File: src/design/edid_bbp_pkg.sv
// Package for the EDID base block parser: record geometry, byte offsets,
// status codes, result and tracker status structs, header and capture lookups.
// No dependencies.
package edid_bbp_pkg;

   localparam int RECORD_BYTES = 128;
   localparam int COUNT_W      = 8;
   localparam int NUM_CAPTURES = 8;
   localparam int CAP_IDX_W    = 3;

   localparam logic [COUNT_W-1:0] LAST_POS    = COUNT_W'(RECORD_BYTES - 1);
   localparam logic [COUNT_W-1:0] FULL_COUNT  = COUNT_W'(RECORD_BYTES);
   localparam logic [COUNT_W-1:0] HEADER_LEN  = 8'd8;
   localparam logic [COUNT_W-1:0] POS_VERSION = 8'd18;
   localparam logic [COUNT_W-1:0] POS_PCLK_LO = 8'd54;
   localparam logic [COUNT_W-1:0] POS_PCLK_HI = 8'd55;

   localparam logic [7:0] VERSION_ONE = 8'h01;

   // capture slots, in store order
   localparam logic [CAP_IDX_W-1:0] CAP_VENDOR_HI  = 3'd0;
   localparam logic [CAP_IDX_W-1:0] CAP_VENDOR_LO  = 3'd1;
   localparam logic [CAP_IDX_W-1:0] CAP_PRODUCT_LO = 3'd2;
   localparam logic [CAP_IDX_W-1:0] CAP_PRODUCT_HI = 3'd3;
   localparam logic [CAP_IDX_W-1:0] CAP_HACT_LO    = 3'd4;
   localparam logic [CAP_IDX_W-1:0] CAP_HACT_HI    = 3'd5;
   localparam logic [CAP_IDX_W-1:0] CAP_VACT_LO    = 3'd6;
   localparam logic [CAP_IDX_W-1:0] CAP_VACT_HI    = 3'd7;

   typedef enum logic [2:0] {
      ST_OK          = 3'd0,
      ST_TOO_SHORT   = 3'd1,
      ST_BAD_HEADER  = 3'd2,
      ST_BAD_VERSION = 3'd3,
      ST_CHECKSUM    = 3'd4,
      ST_NO_PIXCLK   = 3'd5
   } status_type;

   typedef struct packed {
      status_type  status;
      logic [6:0]  vendor_first;
      logic [6:0]  vendor_second;
      logic [6:0]  vendor_third;
      logic [15:0] product_code;
      logic [11:0] active_width;
      logic [11:0] active_height;
   } rsp_type;

   typedef struct packed {
      logic [COUNT_W-1:0] byte_count;
      logic               result_sent;
      logic               push;
   } trk_stat_type;

   typedef struct packed {
      logic                 hit;
      logic [CAP_IDX_W-1:0] idx;
   } cap_slot_type;

   function automatic logic [7:0] header_byte(input logic [2:0] pos);
      logic [7:0] val;
      case (pos)
         3'd0:    val = 8'h00;
         3'd7:    val = 8'h00;
         default: val = 8'hff;
      endcase
      return val;
   endfunction

   function automatic cap_slot_type capture_slot(input logic [COUNT_W-1:0] pos);
      cap_slot_type slot;
      slot.hit = 1'b1;
      case (pos)
         8'd8:    slot.idx = CAP_VENDOR_HI;
         8'd9:    slot.idx = CAP_VENDOR_LO;
         8'd10:   slot.idx = CAP_PRODUCT_LO;
         8'd11:   slot.idx = CAP_PRODUCT_HI;
         8'd56:   slot.idx = CAP_HACT_LO;
         8'd58:   slot.idx = CAP_HACT_HI;
         8'd59:   slot.idx = CAP_VACT_LO;
         8'd61:   slot.idx = CAP_VACT_HI;
         default: begin
            slot.hit = 1'b0;
            slot.idx = CAP_VENDOR_HI;
         end
      endcase
      return slot;
   endfunction

endpackage

File: src/design/edid_bbp_track.sv
// Byte tracker: count, running sum, header/version/pixel clock flags and field
// captures; builds the result when the record completes or ends early.
// Depends on edid_bbp_pkg.
module edid_bbp_track (
   input  logic                         clock,
   input  logic                         reset,
   input  logic                         take,
   input  logic [7:0]                   byte_value,
   input  logic                         blob_end,
   output edid_bbp_pkg::rsp_type        rsp_data,
   output edid_bbp_pkg::trk_stat_type   stat
);

   logic [edid_bbp_pkg::COUNT_W-1:0] byte_count_ff, byte_count_in;
   logic [7:0]                       running_sum_ff, running_sum_in;
   logic                             header_ok_ff, header_ok_in;
   logic [7:0]                       version_byte_ff, version_byte_in;
   logic                             pixel_clock_seen_ff, pixel_clock_seen_in;
   logic                             result_sent_ff, result_sent_in;
   logic [7:0]                       captured_ff [edid_bbp_pkg::NUM_CAPTURES];

   logic                             passive;
   logic                             at_last;
   logic                             emit;
   logic [7:0]                       sum_next;
   edid_bbp_pkg::cap_slot_type       slot;
   edid_bbp_pkg::status_type         status;
   logic [15:0]                      mfg_word;

   assign passive  = result_sent_ff || (byte_count_ff >= edid_bbp_pkg::FULL_COUNT);
   assign at_last  = (byte_count_ff == edid_bbp_pkg::LAST_POS);
   assign emit     = take && !passive && (at_last || blob_end);
   assign sum_next = running_sum_ff + byte_value;
   assign slot     = edid_bbp_pkg::capture_slot(byte_count_ff);

   always_comb begin
      byte_count_in       = byte_count_ff;
      running_sum_in      = running_sum_ff;
      header_ok_in        = header_ok_ff;
      version_byte_in     = version_byte_ff;
      pixel_clock_seen_in = pixel_clock_seen_ff;
      result_sent_in      = result_sent_ff;
      if (take) begin
         if (!passive) begin
            byte_count_in  = byte_count_ff + 8'd1;
            running_sum_in = sum_next;
            if ((byte_count_ff < edid_bbp_pkg::HEADER_LEN) &&
                (byte_value != edid_bbp_pkg::header_byte(byte_count_ff[2:0]))) begin
               header_ok_in = 1'b0;
            end
            if (byte_count_ff == edid_bbp_pkg::POS_VERSION) begin
               version_byte_in = byte_value;
            end
            if (((byte_count_ff == edid_bbp_pkg::POS_PCLK_LO) ||
                 (byte_count_ff == edid_bbp_pkg::POS_PCLK_HI)) && (byte_value != 8'd0)) begin
               pixel_clock_seen_in = 1'b1;
            end
            if (at_last && !blob_end) begin
               result_sent_in = 1'b1;
            end
         end
         // end of blob: back to the idle state
         if (blob_end) begin
            byte_count_in       = '0;
            running_sum_in      = '0;
            header_ok_in        = 1'b1;
            version_byte_in     = '0;
            pixel_clock_seen_in = 1'b0;
            result_sent_in      = 1'b0;
         end
      end
   end

   always_ff @(posedge clock) begin
      if (reset) begin
         byte_count_ff       <= '0;
         running_sum_ff      <= '0;
         header_ok_ff        <= 1'b1;
         version_byte_ff     <= '0;
         pixel_clock_seen_ff <= 1'b0;
         result_sent_ff      <= 1'b0;
      end else begin
         byte_count_ff       <= byte_count_in;
         running_sum_ff      <= running_sum_in;
         header_ok_ff        <= header_ok_in;
         version_byte_ff     <= version_byte_in;
         pixel_clock_seen_ff <= pixel_clock_seen_in;
         result_sent_ff      <= result_sent_in;
      end
   end

   always_ff @(posedge clock) begin
      if (take && !passive && slot.hit) begin
         captured_ff[slot.idx] <= byte_value;
      end
   end

   // only the sum can change on the final byte; other checks sit in registers already
   always_comb begin
      if (!at_last) begin
         status = edid_bbp_pkg::ST_TOO_SHORT;
      end else if (!header_ok_ff) begin
         status = edid_bbp_pkg::ST_BAD_HEADER;
      end else if (version_byte_ff != edid_bbp_pkg::VERSION_ONE) begin
         status = edid_bbp_pkg::ST_BAD_VERSION;
      end else if (sum_next != 8'd0) begin
         status = edid_bbp_pkg::ST_CHECKSUM;
      end else if (!pixel_clock_seen_ff) begin
         status = edid_bbp_pkg::ST_NO_PIXCLK;
      end else begin
         status = edid_bbp_pkg::ST_OK;
      end
   end

   assign mfg_word = {captured_ff[edid_bbp_pkg::CAP_VENDOR_HI],
                      captured_ff[edid_bbp_pkg::CAP_VENDOR_LO]};

   always_comb begin
      rsp_data        = '0;
      rsp_data.status = status;
      if (status == edid_bbp_pkg::ST_OK) begin
         rsp_data.vendor_first  = {2'b10, mfg_word[14:10]};
         rsp_data.vendor_second = {2'b10, mfg_word[9:5]};
         rsp_data.vendor_third  = {2'b10, mfg_word[4:0]};
         rsp_data.product_code  = {captured_ff[edid_bbp_pkg::CAP_PRODUCT_HI],
                                   captured_ff[edid_bbp_pkg::CAP_PRODUCT_LO]};
         rsp_data.active_width  = {captured_ff[edid_bbp_pkg::CAP_HACT_HI][7:4],
                                   captured_ff[edid_bbp_pkg::CAP_HACT_LO]};
         rsp_data.active_height = {captured_ff[edid_bbp_pkg::CAP_VACT_HI][7:4],
                                   captured_ff[edid_bbp_pkg::CAP_VACT_LO]};
      end
   end

   assign stat.byte_count  = byte_count_ff;
   assign stat.result_sent = result_sent_ff;
   assign stat.push        = emit;

endmodule

File: src/design/edid_bbp_outbuf.sv
// Result register with a skid entry behind it.
// Depends on edid_bbp_pkg.
module edid_bbp_outbuf (
   input  logic                   clock,
   input  logic                   reset,
   input  logic                   push,
   input  edid_bbp_pkg::rsp_type  push_data,
   input  logic                   rsp_stall,
   output logic                   rsp_valid,
   output edid_bbp_pkg::rsp_type  rsp_data,
   output logic                   full
);

   logic                  out_valid_ff, out_valid_in;
   logic                  skid_valid_ff, skid_valid_in;
   edid_bbp_pkg::rsp_type out_data_ff, out_data_in;
   edid_bbp_pkg::rsp_type skid_data_ff, skid_data_in;
   logic                  pop;

   assign pop = out_valid_ff && !rsp_stall;

   always_comb begin
      out_valid_in  = out_valid_ff;
      skid_valid_in = skid_valid_ff;
      out_data_in   = out_data_ff;
      skid_data_in  = skid_data_ff;
      if (!out_valid_ff || pop) begin
         if (skid_valid_ff) begin
            // drain skid first; no push can arrive while it is full
            out_valid_in  = 1'b1;
            out_data_in   = skid_data_ff;
            skid_valid_in = 1'b0;
         end else begin
            out_valid_in = push;
            out_data_in  = push_data;
         end
      end else if (push) begin
         skid_valid_in = 1'b1;
         skid_data_in  = push_data;
      end
   end

   always_ff @(posedge clock) begin
      if (reset) begin
         out_valid_ff  <= 1'b0;
         skid_valid_ff <= 1'b0;
      end else begin
         out_valid_ff  <= out_valid_in;
         skid_valid_ff <= skid_valid_in;
      end
   end

   always_ff @(posedge clock) begin
      out_data_ff  <= out_data_in;
      skid_data_ff <= skid_data_in;
   end

   assign rsp_valid = out_valid_ff;
   assign rsp_data  = out_data_ff;
   assign full      = skid_valid_ff;

endmodule

File: src/design/edid_base_block_parser_top.sv
// EDID base block parser, top level. One request byte per cycle.
// A result is registered onto rsp_ from the request that ends the record, via the skid entry while rsp_ is held.
// Throughput: one byte per cycle; req_stall rises only while two results wait (skid full).
// Reset (synchronous) clears the byte count, sum, flags and result buffer valid bits;
// captured field bytes are not reset.
// Depends on edid_bbp_pkg, edid_bbp_track, edid_bbp_outbuf.
module edid_base_block_parser_top (
   input  logic        clock,
   input  logic        reset,
   input  logic        req_valid,
   output logic        req_stall,
   input  logic [7:0]  req_byte_value,
   input  logic        req_blob_end,
   output logic        rsp_valid,
   input  logic        rsp_stall,
   output logic [2:0]  rsp_status,
   output logic [6:0]  rsp_vendor_first,
   output logic [6:0]  rsp_vendor_second,
   output logic [6:0]  rsp_vendor_third,
   output logic [15:0] rsp_product_code,
   output logic [11:0] rsp_active_width,
   output logic [11:0] rsp_active_height
);

   logic                       take;
   logic                       full;
   edid_bbp_pkg::rsp_type      push_data;
   edid_bbp_pkg::rsp_type      out_data;
   edid_bbp_pkg::trk_stat_type stat;

   assign req_stall = full;
   assign take      = req_valid && !full;

   edid_bbp_track u_track (
      .clock      (clock),
      .reset      (reset),
      .take       (take),
      .byte_value (req_byte_value),
      .blob_end   (req_blob_end),
      .rsp_data   (push_data),
      .stat       (stat)
   );

   edid_bbp_outbuf u_outbuf (
      .clock     (clock),
      .reset     (reset),
      .push      (stat.push),
      .push_data (push_data),
      .rsp_stall (rsp_stall),
      .rsp_valid (rsp_valid),
      .rsp_data  (out_data),
      .full      (full)
   );

   assign rsp_status        = out_data.status;
   assign rsp_vendor_first  = out_data.vendor_first;
   assign rsp_vendor_second = out_data.vendor_second;
   assign rsp_vendor_third  = out_data.vendor_third;
   assign rsp_product_code  = out_data.product_code;
   assign rsp_active_width  = out_data.active_width;
   assign rsp_active_height = out_data.active_height;

   a_count_bound: assert property (@(posedge clock) disable iff (reset)
      stat.byte_count <= edid_bbp_pkg::FULL_COUNT)
      else $error("byte count ran past the record length");

   a_sent_full: assert property (@(posedge clock) disable iff (reset)
      stat.result_sent |-> (stat.byte_count == edid_bbp_pkg::FULL_COUNT))
      else $error("result marked sent before the record was complete");

   a_skid_behind_out: assert property (@(posedge clock) disable iff (reset)
      full |-> rsp_valid)
      else $error("skid entry held while the result register is empty");

   a_push_shows: assert property (@(posedge clock) disable iff (reset)
      stat.push |=> rsp_valid)
      else $error("result pushed but no response offered");

endmodule

File: config.mk
export PLATFORM = sky130hd
export DESIGN_NAME = edid_base_block_parser_top
export DESIGN_NICKNAME = d
export VERILOG_FILES = /design/src/design/edid_bbp_pkg.sv /design/src/design/edid_bbp_track.sv /design/src/design/edid_bbp_outbuf.sv /design/src/design/edid_base_block_parser_top.sv
export SDC_FILE = /design/constraint.sdc
export NUM_CORES = 1
export LEC_CHECK = 0
export BUFFER_PORTS_ARGS = -buffer_cell sky130_fd_sc_hd__buf_2
export CORE_MARGIN = 2
export CORE_UTILIZATION = 60
export CTS_CLUSTER_SIZE = 30
export DETAILED_ROUTE_END_ITERATION = 10
export PLACE_DENSITY = 0.79
export SYNTH_ARGS = -nofsm -noshare
export SYNTH_HDL_FRONTEND = slang
export SYNTH_SLANG_ARGS = --single-unit
File: constraint.sdc
create_clock -name clock -period 14.42 [get_ports clock]
set_clock_uncertainty 0.1 [all_clocks]
set_input_delay 1.442 -clock clock [delete_from_list [all_inputs] [get_ports clock]]
set_output_delay 1.442 -clock clock [all_outputs]
set_load 0.01 [all_outputs]
==> results of run 1 <==
[per-layer routing]
| layer | track usage | up-vias | routed length (um) |
|---|---|---|---|
| li1 | - | 2578 | - |
| met1 | 0.3136 | 2637 | 6874 |
| met2 | 0.3837 | 212 | 8556 |
| met3 | 0.02949 | 22 | 1207 |
| met4 | 0.06968 | 0 | 279 |
| met5 | 0 | - | 0 |
[report_power, final]
part	leakage (nW)	internal (mW)	switching, mW
logic	1.59	0.0171	0.0342
clock network	0.322	0.311	0.209
registers	1.85	0.641	0.00522
total	3.76	0.970	0.248
[through the flow]
| stage | instances | area (um2) | setup WS [ns] |
|---|---|---|---|
| after floorplan | 675 | 8377 | 6.531 |
| after global placement | 889 | 8802 | 9.627 |
| after detailed placement | 889 | 8802 | 9.489 |
| after CTS | 926 | 9463 | 9.963 |
| after global routing | 926 | 9463 | 9.741 |
| final | 926 | 9463 | 9.945 |
[cell type report]
type,instances,share of cell area
sequential,202,0.6107
multi-input combinational,371,0.2302
clock buffer,30,0.06016
timing repair buffer,79,0.04284
tap,180,0.02380
inverter,57,0.02261
clock inverter,7,0.009652
[worst max path at each step]
stage | end | from | slack (ns) | depth (start not counted)
after floorplan | u_outbuf.skid_data_ff[0] | rsp_stall | 6.53 | 2
after global placement | u_outbuf.rsp_data[0] | req_byte_value[0] | 9.63 | 9
after detailed placement | u_outbuf.rsp_data[0] | req_byte_value[0] | 9.49 | 9
after CTS | u_outbuf.rsp_data[0] | req_byte_value[0] | 9.96 | 9
after global routing | u_outbuf.rsp_data[12] | req_byte_value[0] | 9.74 | 9
final | u_outbuf.rsp_data[9] | req_byte_value[0] | 9.94 | 9
[cells in the final DEF (no fill, tap or decap), types with 3 or more instances in the layout]
cell type    n
a31oi_1      3
o21ai_1     30
o31ai_1      3
nor2b_1      3
nand4_1     59
nand2b_1     6
conb_1       3
edfxtp_1   173
or3_1        3
clkbuf_16   21
clkbuf_1     8
nor3_1       7
mux2_2       3
ha_1        11
buf_2       75
buf_4        4
xnor2_1      3
nor2_1      39
xor2_1       5
nand2_1     72
a21oi_1     20
inv_1       57
dfxtp_1     28
nand3_1      6
nor4_1       7
nand3b_1     7
o21ai_0     40
a22oi_1      7
[critical path, cell delays in order]
cell,delay (ns)
buf_2,0.18
ha_1,0.29
fa_1,0.45
a211oi_2,0.31
nor4b_1,0.09
nand4b_1,0.29
nor2b_4,1.04
nand4_1,0.34
o21ai_1,0.24
[kinds of logic after synthesis]
| group | count (synthesis) | synth area share |
|---|---|---|
| adders and majority gates | 12 | 0.01884 |
| DFF | 202 | 0.6901 |
| muxes | 4 | 0.005232 |
| and+or+nand+nor | 226 | 0.1395 |
| buffers and inverters | 102 | 0.05247 |
| AOI/OAI and AO/OA | 118 | 0.08506 |
| xor gates and xnor gates | 8 | 0.008372 |
| other | 1 | 0.0004481 |
[registers in the layout, indices dropped and copies added, names as in the netlist]
name / cells
u_outbuf.rsp_data: 59
u_outbuf.skid_data_ff: 59
u_track.captured_ff: 55
u_track.byte_count_ff: 8
u_track.running_sum_ff: 8
u_track.version_byte_ff: 8
u_outbuf.full: 1
u_outbuf.rsp_valid: 1
u_track.header_ok_ff: 1
u_track.pixel_clock_seen_ff: 1
u_track.result_sent_ff: 1
==> impl_metrics.py, run 1 <==
metrics = {
    "status": {
        "status": "finished, final reports clean",
    },
    "worst_setup_path": {
        "r2r_cells": 8,
        "r2r_setup_slack_ns": 10.81,
        "timing.rr.start": "u_track.running_sum_ff[0]",
        "critical_path_peak_fanout": 57,
        "critical_path_class": "in2reg",
        "end_kind": "flop",
        "crit_path_start_kind": "input port",
        "cp_data_required_time_ns": 14.65,
        "rr_endpoint": "u_outbuf.rsp_data[9]",
        "arrival_ns": 4.70,
    },
    "global_routing": {
        "antenna_found_initial": 0,
        "grt_pass1_wl_um": 26310,
        "grt_max_degree": 122,
        "grt_overflow": 0,
        "track_usage": 0.2283,
        "first_global_vias": 5220,
    },
    "sta": {
        "final_max_slew_viol_count": 0,
        "grt_setup_unrepaired": "no",
        "fmax_mhz": 223.5,
        "min_period_ns": 4.475,
        "tightest_slew_ns": 1.279,
        "post-route-period-util": 0.3103,
        "setup_viol": 0,
        "tns_ns": 0,
        "hold_ws_ns": 0.3747,
        "final_hold_viol_count": 0,
        "relSlewSlack": 0.1455,
    },
    "cts": {
        "cts.htree.levels": 1,
        "holdBufCountCts": 0,
        "clk_path_buf_depth": 3,
        "clk_pin_slew_ns": 0.06,
        "clkSinkCount": 202,
        "post_cts_resized": 0,
        "clock_latency_ns": 0.49,
        "root_buffer": "clkbuf_16",
        "cts_tree": "yes",
        "cts_buffers": 21,
        "post_cts_buffers": 0,
    },
    "floorplanning": {
        "rows": 43,
        "coreArea_mm2": 0.01377,
        "fp.dieH_um": 122.1,
        "dieWidth_um": 122.1,
        "ioPinCount": 79,
        "start_util": 0.6076,
        "die_area_mm2": 0.01491,
    },
    "logic_synthesis": {
        "synthTopCellsByArea": "edfxtp_1 62%, dfxtp_1 6.9%, nand4_1 4.4%",
        "netlist_area_mm2": 0.008369,
        "synthTopCellsByCount": "173 x edfxtp_1, 73 x nand2_1, 59 x nand4_1",
        "syn-instance-count": 673,
        "synth.most_common_cell": "edfxtp_1",
        "synth_edf_count": 173,
        "ys_seq_elements": 202,
        "synth_seq_area_share": 0.6901,
        "ys_async_sr_fraction": 0,
        "synth_flop_cell": "edfxtp_1",
        "yosysWarningCount": 0,
        "synth_area_per_cell_um2": 12.44,
        "yosys.cell_types.count": 56,
        "yosysTopAreaCell": "edfxtp_1",
        "yosysTopAreaCellShare": 0.6207,
    },
    "routing": {
        "postRouteAntennaNets": 0,
        "vias": 5449,
        "wl_per_cell_um": 18.27,
        "wl_um": 16920,
        "drt-initial-drc-count": 481,
        "drt_pass1_iterations": 5,
        "via_per_inst": 5.884,
        "drc": 0,
    },
    "pwr": {
        "power_mw": 1.218,
        "vdd_drop_max_mv": 0.08024,
        "power.density_mw_per_mm2": 128.7,
        "power_leakage_nw": 3.761,
    },
    "placement": {
        "gp_congestion": 0.8906,
        "io_buffers": 75,
        "hpwl_um": 10030,
    },
    "layout": {
        "n_antenna_cell": 0,
        "syn_to_final_growth_pct": 13.07,
        "drive_gt1_frac": 0.1676,
        "fillers": 985,
        "post-route-util": 0.6870,
        "nNetsFinal": 757,
        "regArea_mm2": 0.005779,
        "multi_input_area_mm2": 0.002178,
    },
    "job": {
        "maxCapViolations": 0,
    },
    "worst_hold_path": {
        "holdPathStages": 2,
        "hold_path.startpoint": "u_track.version_byte_ff[0]",
        "hold_end": "u_track.version_byte_ff[0]",
        "min_path_type": "reg2reg",
    },
}
Note: power is estimated with default switching activity, not from simulation.
==> run 2: changes to the inputs <==
- CORE_UTILIZATION: 60 -> 59
- PLACE_DENSITY: 0.79 -> 0.77
- clock period: 14.42 -> 4.2 ns (I/O delays scaled with it)
==> run 2 against run 1 <==
Effect of this change:
- global-route usage about the same
- sequential power rose to 3.4 times the previous value
- highest routed layer unchanged
- utilization is 0.32 points lower
- critical path type is now reg2reg
==> impl_metrics.py, run 2 (synthesis results as in run 1) <==
metrics = {
    "cts": {
        "clock_latency_ns": 0.49,
        "post_cts_resized": 0,
        "clk_path_buf_depth": 3,
        "post_cts_buffers": 0,
        "holdBufCountCts": 0,
        "cts_buffers": 21,
        "cts_tree": "yes",
        "root_buffer": "clkbuf_16",
        "cts.htree.levels": 1,
        "clk_pin_slew_ns": 0.06,
        "clkSinkCount": 202,
    },
    "layout": {
        "syn_to_final_growth_pct": 13.42,
        "n_antenna_cell": 0,
        "final_cell_area_mm2": 0.009493,
        "fillers": 970,
        "drive_gt1_frac": 0.1733,
        "nNetsFinal": 760,
        "final_cell_mix": "173 x edfxtp_1, 75 x buf_2, 72 x nand2_1, 59 x nand4_1, 57 x inv_1",
        "layout_commonest_cell": "edfxtp_1",
    },
    "worst_setup_path": {
        "r2r_setup_slack_ns": 0.79,
        "crit_start": "u_track.running_sum_ff[0]",
        "rr_endpoint": "u_outbuf.rsp_data[2]",
        "arrival_ns": 3.61,
        "path_cells": "ha_1 -> fa_1 -> a211oi_2 -> o21ba_2 -> o221ai_1 -> nor4_4 -> buf_4 -> nand4_1 -> o21ai_0",
        "cp_data_required_time_ns": 4.39,
        "critical_path_class": "reg2reg",
        "r2r_cells": 9,
        "crit_path_start_kind": "flop",
        "end_kind": "flop",
        "cpMaxStageDelayCell": "buf_4",
        "max_stage_delay_ns": 0.54,
        "timing.rr.start": "u_track.running_sum_ff[0]",
        "cp-endpoint": "u_outbuf.rsp_data[2]",
        "critical_path_peak_fanout": 58,
    },
    "global_routing": {
        "track_usage": 0.2283,
        "antenna_found_initial": 0,
        "grt_max_degree": 90,
        "first_global_vias": 5320,
        "grt_pass1_wl_um": 26880,
        "grt_overflow": 0,
    },
    "routing": {
        "postRouteAntennaNets": 0,
        "wl_um": 17220,
        "wl_per_cell_um": 18.52,
        "vias": 5530,
        "drt_pass1_iterations": 7,
        "via_per_inst": 5.946,
        "drt-initial-drc-count": 573,
        "drc": 0,
    },
    "placement": {
        "gp_congestion": 0.8456,
        "hpwl_um": 10340,
        "place_area_mm2": 0.008831,
        "io_buffers": 75,
    },
    "floorplanning": {
        "ioPinCount": 79,
        "dieWidth_um": 123.1,
        "die_area_mm2": 0.01515,
        "rows": 43,
        "start_util": 0.6029,
        "fp.dieH_um": 123.1,
        "coreArea_mm2": 0.01388,
    },
    "pwr": {
        "power_leakage_nw": 3.782,
        "vdd_drop_max_mv": 0.3492,
        "power_mw": 4.156,
        "power.density_mw_per_mm2": 437.8,
    },
    "job": {
        "maxCapViolations": 0,
    },
    "status": {
        "status": "finished, final reports clean",
    },
    "sta": {
        "post-route-period-util": 0.8126,
        "final_max_slew_viol_count": 0,
        "tightest_slew_ns": 1.047,
        "grt_setup_unrepaired": "no",
        "final_hold_viol_count": 0,
        "tns_ns": 0,
        "fmax_mhz": 293.0,
        "setup_viol": 0,
        "relSlewSlack": 0.3020,
        "min_period_ns": 3.413,
    },
    "worst_hold_path": {
        "min_path_type": "in2reg",
    },
}
==> run 2: final cells by class <==
type / count / area [um2] / share of cell area
Clock inverter: 10 / 80.08 / 0.008435
Inverter: 57 / 214.0 / 0.02254
Timing Repair Buffer: 82 / 427.9 / 0.04508
Sequential cell: 202 / 5779 / 0.6088
Clock buffer: 28 / 581.8 / 0.06129
Tap cell: 180 / 225.2 / 0.02372
Multi-Input combinational cell: 371 / 2185 / 0.2301
==> run 2: worst min path at each step <==
| stage | startpoint | to | slack [ns] | depth (start not counted) |
|---|---|---|---|---|
| final | req_byte_value[0] | u_track.captured_ff[2][0] | 0.20 | 1 |
| after global routing | req_byte_value[0] | u_track.captured_ff[2][0] | 0.20 | 1 |
| after CTS | req_byte_value[0] | u_track.captured_ff[2][0] | 0.19 | 1 |
| after detailed placement | u_track.version_byte_ff[1] | u_track.version_byte_ff[1] | 0.37 | 2 |
| after global placement | u_track.version_byte_ff[1] | u_track.version_byte_ff[1] | 0.36 | 2 |
| after floorplan | u_track.version_byte_ff[1] | u_track.version_byte_ff[1] | 0.35 | 2 |
==> run 2: worst max-delay path, delay by kind of cell (launching register included) <==
family | cells | cell delay (ns)
AOI/OAI and AO/OA | 4 | 0.97
adders and majority gates | 2 | 0.70
DFF | 1 | 0.32
and+or+nand+nor | 2 | 0.54
buffers and inverters | 1 | 0.54
==> run 2: routing by layer <==
layer | vias up | share of wire | track usage
met4 | 0 | 0.025 | 0.07813
met3 | 38 | 0.063 | 0.02768
met1 | 2692 | 0.41 | 0.3107
li1 | 2583 | - | -
met5 | - | 0 | 0
met2 | 217 | 0.51 | 0.3847
==> run 2: metrics by stage <==
step,cells,util,hold slack [ns],setup slack [ns]
finish,930,0.6839,0.1990,0.7872
global route,930,0.6839,0.1989,0.6514
CTS,930,0.6839,0.1853,0.8203
detailed placement,892,0.6362,0.3668,0.5120
global placement,892,0.6362,0.3560,0.6391
floorplan,675,-,0.3452,0.06593
==> run 2: power by group <==
group          leakage, nW  switching, mW  internal, mW
Clock                0.323          0.722          1.04
Sequential            1.85         0.0167          2.20
Combinational         1.61          0.120        0.0588
==> run 3: changes to the inputs <==
- ABC_AREA: unset -> 1
- CORE_UTILIZATION: 59 -> 60
- PLACE_DENSITY: 0.77 -> 0.78
- clock period: 4.2 -> 3.3 ns (I/O delays scaled with it)
==> run 3 against run 2 <==
Effect of this change:
- cell area rose by 10%
- highest routed layer unchanged
- cell count up 17%
- worst setup slack lost 0.34 ns
- flip-flop and latch count is the same
- area after synthesis is 10% higher
- hold slack worse by 0.083 ns
- routed wire length increased by 9.7%
==> impl_metrics.py, run 3 <==
metrics = {
    "logic_synthesis": {
        "yosysWarningCount": 0,
        "ys_async_sr_fraction": 0,
        "synthTopCellsByCount": "181 x nand2_1, 173 x edfxtp_1, 96 x inv_1",
        "syn-instance-count": 798,
        "synth_area_per_cell_um2": 11.55,
        "synth_seq_area_share": 0.6265,
        "ys_seq_elements": 202,
        "synthTopCellsByArea": "edfxtp_1 56%, nand2_1 7.4%, dfxtp_1 6.3%",
        "synth_flop_cell": "edfxtp_1",
        "yosysTopAreaCell": "edfxtp_1",
        "yosys.cell_types.count": 41,
        "netlist_area_mm2": 0.009219,
        "synth.most_common_cell": "nand2_1",
        "synth_edf_count": 173,
        "yosysTopAreaCellShare": 0.5635,
    },
    "layout": {
        "final_cell_mix": "180 x nand2_1, 173 x edfxtp_1, 96 x inv_1, 75 x buf_2, 67 x nand4_1",
        "nNetsFinal": 907,
        "drive_gt1_frac": 0.2386,
        "layout_commonest_cell": "nand2_1",
        "fillers": 1065,
        "regArea_mm2": 0.005777,
        "multi_input_area_mm2": 0.002764,
        "post-route-util": 0.6946,
        "n_antenna_cell": 0,
        "syn_to_final_growth_pct": 13.69,
    },
    "global_routing": {
        "first_global_vias": 6002,
        "grt_pass1_wl_um": 30100,
        "grt_overflow": 0,
        "antenna_found_initial": 0,
        "track_usage": 0.2373,
        "grt_max_degree": 63,
    },
    "cts": {
        "clkSinkCount": 202,
        "holdBufCountCts": 0,
        "clock_latency_ns": 0.50,
        "root_buffer": "clkbuf_16",
        "post_cts_buffers": 0,
        "clk_path_buf_depth": 3,
        "clk_pin_slew_ns": 0.06,
        "cts_tree": "yes",
        "cts.htree.levels": 1,
        "post_cts_resized": 0,
        "cts_buffers": 22,
    },
    "sta": {
        "tns_ns": 0,
        "min_period_ns": 2.849,
        "grt_setup_unrepaired": "no",
        "relSlewSlack": 0.4299,
        "tightest_slew_ns": 0.8521,
        "final_max_slew_viol_count": 0,
        "fmax_mhz": 351.0,
        "setup_viol": 0,
        "final_hold_viol_count": 0,
        "post-route-period-util": 0.8634,
    },
    "worst_hold_path": {
        "min_path_type": "in2reg",
        "hold_path.startpoint": "req_byte_value[0]",
    },
    "worst_setup_path": {
        "crit_path_start_kind": "flop",
        "cp_data_required_time_ns": 3.45,
        "timing.rr.start": "u_track.running_sum_ff[0]",
        "critical_path_peak_fanout": 16,
        "end_kind": "flop",
        "critical_path_class": "reg2reg",
        "crit_start": "u_track.running_sum_ff[0]",
        "arrival_ns": 3.00,
        "r2r_setup_slack_ns": 0.45,
    },
    "floorplanning": {
        "ioPinCount": 79,
        "start_util": 0.6109,
        "die_area_mm2": 0.01637,
        "rows": 45,
        "fp.dieH_um": 128.0,
        "coreArea_mm2": 0.01509,
        "dieWidth_um": 128.0,
    },
    "routing": {
        "vias": 6012,
        "drc": 0,
        "wl_um": 18890,
        "drt_pass1_iterations": 5,
        "drt-initial-drc-count": 517,
        "postRouteAntennaNets": 0,
        "via_per_inst": 5.541,
        "wl_per_cell_um": 17.41,
    },
    "status": {
        "status": "finished, final reports clean",
    },
    "pwr": {
        "power.density_mw_per_mm2": 519.8,
        "vdd_drop_max_mv": 0.4361,
        "power_leakage_nw": 4.308,
    },
    "placement": {
        "gp_congestion": 0.9347,
        "io_buffers": 75,
        "hpwl_um": 11760,
    },
    "job": {
        "maxCapViolations": 0,
    },
}
run 3: changes by cell type after synthesis, sizes merged, moves of 8 or more:
cell   previous run  this run
o21ai            70        10
nand3             6        28
a21oi            20        31
nor2             39        89
nand4            59        67
nand2            73       196
inv              57       100
run 3: power by group:
| part | switching (mW) | total, mW | internal [mW] |
|---|---|---|---|
| combinational | 0.176 | 0.256 | 0.0796 |
| sequential | 0.0176 | 2.82 | 2.80 |
| clock | 0.950 | 2.37 | 1.42 |
| total | 1.14 | 5.45 | 4.30 |
run 3: worst max-delay path, cell delays in order (launching register included):
cell and delay (ns):
dfxtp_1 0.31, ha_1 0.22, fa_1 0.47, or2_2 0.29, nor2_2 0.15, nand3_4 0.11
nor2_8 0.12, nand3_4 0.09, nand2_4 0.07, nand2_4 0.05, nand2_4 0.09, nor2_8 0.05
inv_8 0.19, buf_4 0.25, nor2_4 0.04
run 3: logic make-up (layout without fill, tap and decap cells):
| family | count (synthesis) | in the layout | synth area share |
|---|---|---|---|
| other | 1 | 3 | 0.0004068 |
| buffers and inverters | 138 | 235 | 0.07600 |
| adder cells (fa/ha/maj) | 12 | 12 | 0.01710 |
| AO/OA/AOI/OAI | 46 | 46 | 0.02701 |
| AND/OR/NAND/NOR | 397 | 397 | 0.2511 |
| flip-flops | 202 | 202 | 0.6265 |
| XOR/XNOR | 2 | 2 | 0.001900 |
run 3: worst paths after layout:
kind	to	depth (start not counted)
worst max-delay path	u_outbuf.skid_data_ff[49]	14
worst min-delay path	u_track.captured_ff[2][0]	1
worst max register to register	u_outbuf.skid_data_ff[49]	14
worst min register to register	u_track.result_sent_ff	2
run 3: layer usage:
metal	up-vias	wire length [um]	track usage
li1	2872	-	-
met5	-	0	0
met3	43	1270	0.03798
met4	0	562	0.09890
met1	2853	7575	0.3035
met2	244	9487	0.4061
run 3: cell type report:
cell class,count,share of cell area
sequential,202,0.5512
multi-input combinational,460,0.2637
timing repair buffer,96,0.05921
clock buffer,26,0.05599
inverter,100,0.03653
tap,188,0.02244
clock inverter,13,0.01098
run 3: through the flow:
step	hold slack [ns]	cells	total power [mW]	area, um2	worst slack, ns
6_report	0.1156	1085	5.448	10480	0.4507
3_5_place_dp	0.3547	1046	3.130	9779	0.1832
2_1_floorplan	0.3289	800	3.033	9240	0.5102
5_1_grt	0.09830	1085	5.607	10480	0.3195
3_3_place_gp	0.3466	1046	3.123	9779	0.2354
4_1_cts	0.09813	1085	5.470	10480	0.4475
